File: src/rtl/core/kufa_pkg.sv
`default_nettype none

package kufa_pkg;

	localparam int NODE_W       = 10;
	localparam int COST_W       = 31;
	localparam int SUM_W        = 48;
	localparam int IN_TDATA_W   = 56;
	localparam int OUT_TDATA_W  = 56;
	localparam int IN_PAD_W     = IN_TDATA_W - 2 * NODE_W - COST_W;
	localparam int OUT_PAD_W    = OUT_TDATA_W - 1 - SUM_W;
	localparam int NODE_COUNT_DEF = 1024;

	localparam logic [SUM_W-1:0] SUM_MAX = {SUM_W{1'b1}};

	// Datapath operations selected by the controller state.
	typedef enum logic [3:0] {
		OP_IDLE,
		OP_INIT,
		OP_LOAD,
		OP_WALK_RD,
		OP_WALK_CHK,
		OP_CMP_RD,
		OP_CMP_CHK,
		OP_SZ_A,
		OP_SZ_B,
		OP_MERGE,
		OP_OUT
	} op_t;

	typedef struct packed {
		op_t  op;
		logic sel_b;
	} ctrl_cmd_t;

	typedef struct packed {
		logic init_last;
		logic in_ok;
		logic at_root;
	} dp_status_t;

endpackage

`default_nettype wire

File: src/rtl/core/kufa_ctrl.sv
`default_nettype none

module kufa_ctrl (
	input  wire                    clk,
	input  wire                    arst_n,
	input  wire                    s_tvalid,
	output logic                   s_tready,
	output logic                   m_tvalid,
	input  wire                    m_tready,
	output kufa_pkg::ctrl_cmd_t    cmd,
	input  kufa_pkg::dp_status_t   st
);
	import kufa_pkg::*;

	typedef enum logic [3:0] {
		ST_INIT,
		ST_IDLE,
		ST_A_RD,
		ST_A_CHK,
		ST_AC_RD,
		ST_AC_CHK,
		ST_B_RD,
		ST_B_CHK,
		ST_BC_RD,
		ST_BC_CHK,
		ST_SZ_A,
		ST_SZ_B,
		ST_MERGE,
		ST_FINISH
	} state_t;

	state_t state_q;
	logic   m_tvalid_q;
	logic   accept;
	logic   out_free;

	assign s_tready = (state_q == ST_IDLE);
	assign m_tvalid = m_tvalid_q;
	assign accept   = s_tvalid && s_tready;
	assign out_free = !m_tvalid_q || m_tready;

	always_comb begin
		cmd.sel_b = 1'b0;
		case (state_q)
			ST_INIT:   cmd.op = OP_INIT;
			ST_IDLE:   cmd.op = accept ? OP_LOAD : OP_IDLE;
			ST_A_RD:   cmd.op = OP_WALK_RD;
			ST_A_CHK:  cmd.op = OP_WALK_CHK;
			ST_AC_RD:  cmd.op = OP_CMP_RD;
			ST_AC_CHK: cmd.op = OP_CMP_CHK;
			ST_B_RD: begin
				cmd.op    = OP_WALK_RD;
				cmd.sel_b = 1'b1;
			end
			ST_B_CHK: begin
				cmd.op    = OP_WALK_CHK;
				cmd.sel_b = 1'b1;
			end
			ST_BC_RD: begin
				cmd.op    = OP_CMP_RD;
				cmd.sel_b = 1'b1;
			end
			ST_BC_CHK: begin
				cmd.op    = OP_CMP_CHK;
				cmd.sel_b = 1'b1;
			end
			ST_SZ_A:   cmd.op = OP_SZ_A;
			ST_SZ_B:   cmd.op = OP_SZ_B;
			ST_MERGE:  cmd.op = OP_MERGE;
			ST_FINISH: cmd.op = out_free ? OP_OUT : OP_IDLE;
			default:   cmd.op = OP_IDLE;
		endcase
	end

	always_ff @(posedge clk or negedge arst_n) begin
		if (!arst_n) begin
			state_q    <= ST_INIT;
			m_tvalid_q <= 1'b0;
		end else begin
			if (state_q == ST_FINISH && out_free) begin
				m_tvalid_q <= 1'b1;
			end else if (m_tready) begin
				m_tvalid_q <= 1'b0;
			end
			case (state_q)
				ST_INIT: begin
					if (st.init_last) begin
						state_q <= ST_IDLE;
					end
				end
				ST_IDLE: begin
					if (accept) begin
						state_q <= st.in_ok ? ST_A_RD : ST_FINISH;
					end
				end
				ST_A_RD:   state_q <= ST_A_CHK;
				ST_A_CHK: begin
					if (st.at_root) begin
						state_q <= ST_AC_RD;
					end
				end
				ST_AC_RD:  state_q <= ST_AC_CHK;
				ST_AC_CHK: begin
					if (st.at_root) begin
						state_q <= ST_B_RD;
					end
				end
				ST_B_RD:   state_q <= ST_B_CHK;
				ST_B_CHK: begin
					if (st.at_root) begin
						state_q <= ST_BC_RD;
					end
				end
				ST_BC_RD:  state_q <= ST_BC_CHK;
				ST_BC_CHK: begin
					if (st.at_root) begin
						state_q <= ST_SZ_A;
					end
				end
				ST_SZ_A:   state_q <= ST_SZ_B;
				ST_SZ_B:   state_q <= ST_MERGE;
				ST_MERGE:  state_q <= ST_FINISH;
				ST_FINISH: begin
					if (out_free) begin
						state_q <= ST_IDLE;
					end
				end
				default:   state_q <= ST_IDLE;
			endcase
		end
	end

`ifndef ASSERT_OFF
	a_finish_presents: assert property (@(posedge clk) disable iff (!arst_n)
		(state_q == ST_FINISH && out_free) |=> (m_tvalid_q && state_q == ST_IDLE))
		else $error("finished result was not presented");

	a_bad_edge_skips: assert property (@(posedge clk) disable iff (!arst_n)
		(accept && !st.in_ok) |=> (state_q == ST_FINISH))
		else $error("out-of-range edge entered the root walk");
`endif

endmodule

`default_nettype wire

File: config.mk
export PLATFORM = sky130hd
export DESIGN_NAME = kufa_ctrl
export DESIGN_NICKNAME = d
export VERILOG_FILES = /design/src/rtl/core/kufa_pkg.sv /design/src/rtl/core/kufa_ctrl.sv
export SDC_FILE = /design/constraint.sdc
export NUM_CORES = 1
export LEC_CHECK = 0
export ABC_AREA = 1
export ABC_CLOCK_PERIOD_IN_PS = 1990
export BUFFER_PORTS_ARGS = -buffer_cell sky130_fd_sc_hd__buf_2
export CORE_MARGIN = 2
export CORE_UTILIZATION = 35
export CTS_BUF_LIST = sky130_fd_sc_hd__clkbuf_4
export CTS_CLUSTER_SIZE = 10
export DETAILED_ROUTE_END_ITERATION = 12
export GPL_TIMING_DRIVEN = 1
export PLACE_DENSITY = 0.63
export SLEW_MARGIN = 20
export SYNTH_ARGS = -nofsm -noshare
export SYNTH_HDL_FRONTEND = slang
export SYNTH_SLANG_ARGS = --single-unit
File: constraint.sdc
create_clock -name clk -period 1.99 [get_ports clk]
set_clock_uncertainty 0.1 [all_clocks]
set_input_delay 0.398 -clock clk [delete_from_list [all_inputs] [get_ports clk]]
set_output_delay 0.398 -clock clk [all_outputs]
set_load 0.01 [all_outputs]
==> qor.yml <==
rsz0062_at_grt: "no"
wl_um: 1090
synth_cell_types: 16
min_from: "m_tready"
syn_nets: 90
clk_pin_slew_ns: 0.04
yosysWarnings: 0
layout_commonest_cell: "nand2_1"
final_cell_mix: "nand2_1, buf_2, inv_1"
synth_top_area_cell: "dfrtp_1"
h-tree-depth: 1
syn_area_per_cell_um2: 6.01
ios: 14
leakage_nw: 0.371
n_antenna_cell: 0
min_to: "m_tvalid"
grt_usage: 0.139
status: "complete, no violations"
dpl.hpwl_um: 898
worstSetupStartpoint: "state_q[3]"
slowest_stage: "dfrtp_1"
timing.rr.end: "state_q[3]"
path_max_fanout: 10
ys_seq_area_frac: 0.251
vdd_drop_max_mv: 0.586
busiest_layer: "met2"
fin_crit_ns: 1.86
start_kind: "flop"
overflow: 0
clock-sinks: 5
crit_type: "reg2out"
grt_pass1_vias: 468
grt_use_met3: 0.0435
instances_no_fill: 115
grt_pass1_wl_um: 1900
hold_class: "in2reg"
drv_cap: 0
critical_path.max_stage_delay_ns: 0.49
syn-instance-count: 83
viasPerCell: 4.90
area_growth_pct: 23.3
fp.coreArea_um2: 1320
worstPathRequired_ns: 1.49
ys_ff_latch: 5
fin_crit_sh: 0.935
use_met2: 0.231
drc: 0
fin_tns_setup_ns: 0
arrival_ns: 1.36
via_count: 564
reg2reg_from: "state_q[3]"
drive_gt1_frac: 0.310
synth_top_area_frac: 0.251
die_area_um2: 1740
cts_buffer_depth: 2
cp_cell_sequence: "inv_2 -> nand2_2 -> nor2_2 -> nand2_1 -> nand4_1 -> buf_2"
worst-path-buf-inv: 2
synth_top_cells_by_area: "dfrtp_1, nand2_1, nand3_1"
cts_tree: "done"
holdWs_ns: 0.358
drtIter0Drc: 11
clock-root-buffer: "clkbuf_4"
antenna_found_initial: 0
use_met1: 0.173
finalSetupViolations: 0
end_kind: "output port"
drt_pass1_iterations: 4
fmax_ghz: 0.537
wire_per_inst_um: 9.50
final_core_util: 0.467
cts_setup_buffers: 0
r2r_setup_slack_ns: 0.55
worst-r2r-cell-count: 7
power_density_nw_per_um2: 1780
hold_violations: 0
slew_viol_final: 0
clkLatencyLatePin_ns: 0.24
initial_utilization: 0.379
die_height_um: 41.8
cpLargestDelayFamily: "flip-flops"
cts_inserted_buffers: 3
gp_congestion: 0.934
dp.cells: 110
finalPower_mw: 1.10
grt_max_degree: 11
hold_depth: 4
max-slew-margin-rel: 0.778
worst_pin_slew_ns: 0.333
rows: 13
fp.dieW_um: 41.8
io_buffers: 13
synth_area_um2: 499
nets: 108
drtAntennaViolNets: 0
worst reg2reg max path, cell delays in order, from the launching register on:
cell and delay (ns):
dfrtp_1 0.49, nor2_1 0.29, nand3_1 0.19, nand2_1 0.09
inv_1 0.04, nand2_1 0.05, nand3_1 0.07, nand2_1 0.06
power breakdown:
| group | switching (mW) | internal (mW) |
|---|---|---|
| sequential | 0.0860 | 0.158 |
| combinational | 0.456 | 0.269 |
| clock | 0.0389 | 0.0892 |
| total | 0.581 | 0.516 |
kinds of logic after synthesis:
| family | share of synthesized area |
|---|---|
| buffers and inverters | 0.120 |
| and+or+nand+nor | 0.559 |
| AOI/OAI and AO/OA | 0.0702 |
| DFF | 0.251 |
synthesized netlist by cell type:
library cell	count
buf_6	1
nand3_2	1
nor2_2	2
a21oi_1	1
nand2_4	2
inv_2	2
inv_1	11
nand4_1	3
dfrtp_1	5
nor2_4	1
nand2_1	28
nand3_1	10
nor2_1	6
nand2_2	3
o21ai_0	6
nand3b_1	1
metrics by stage:
step / setup WS [ns] / cell area [µm²]
2_1_floorplan: 0.486 / 499
3_3_place_gp: 0.353 / 572
3_5_place_dp: 0.364 / 572
4_1_cts: 0.0965 / 612
5_1_grt: 0.0146 / 616
6_report: 0.129 / 616
repair_timing:
action / in CTS / in global routing
endpoints found under the setup margin: 0 / 2
hold buffers: 1 / 0
gates resized for setup: 0 / 3
endpoints found under the hold margin: 5 / 0
metal layers:
layer  share of wire  vias to the layer above
li1                -                      294
met1            0.46                      253
met2            0.48                       17
met3           0.060                        0
met4               0                        0
met5               0                        -
cell type report:
cell class              instances  area [µm²]
inverters                      13        48.8
clock buffers                   4        30.0
flip-flops and latches          5         129
well taps                      15        18.8
multi-input cells              64         314
fillers                       130         702
repair buffers                 14        75.1
registers in the layout (all words and copies together), names as in the netlist:
signal    cells
state_q       4
m_tvalid      1
worst max path at each step:
stage | cells after the start | endpoint
after CTS | 5 | cmd[4]
final | 6 | cmd[2]
after detailed placement | 5 | cmd[4]
after global routing | 6 | cmd[2]
after floorplan | 5 | cmd[2]
after global placement | 6 | cmd[2]
(Power assumes the default switching activity.)
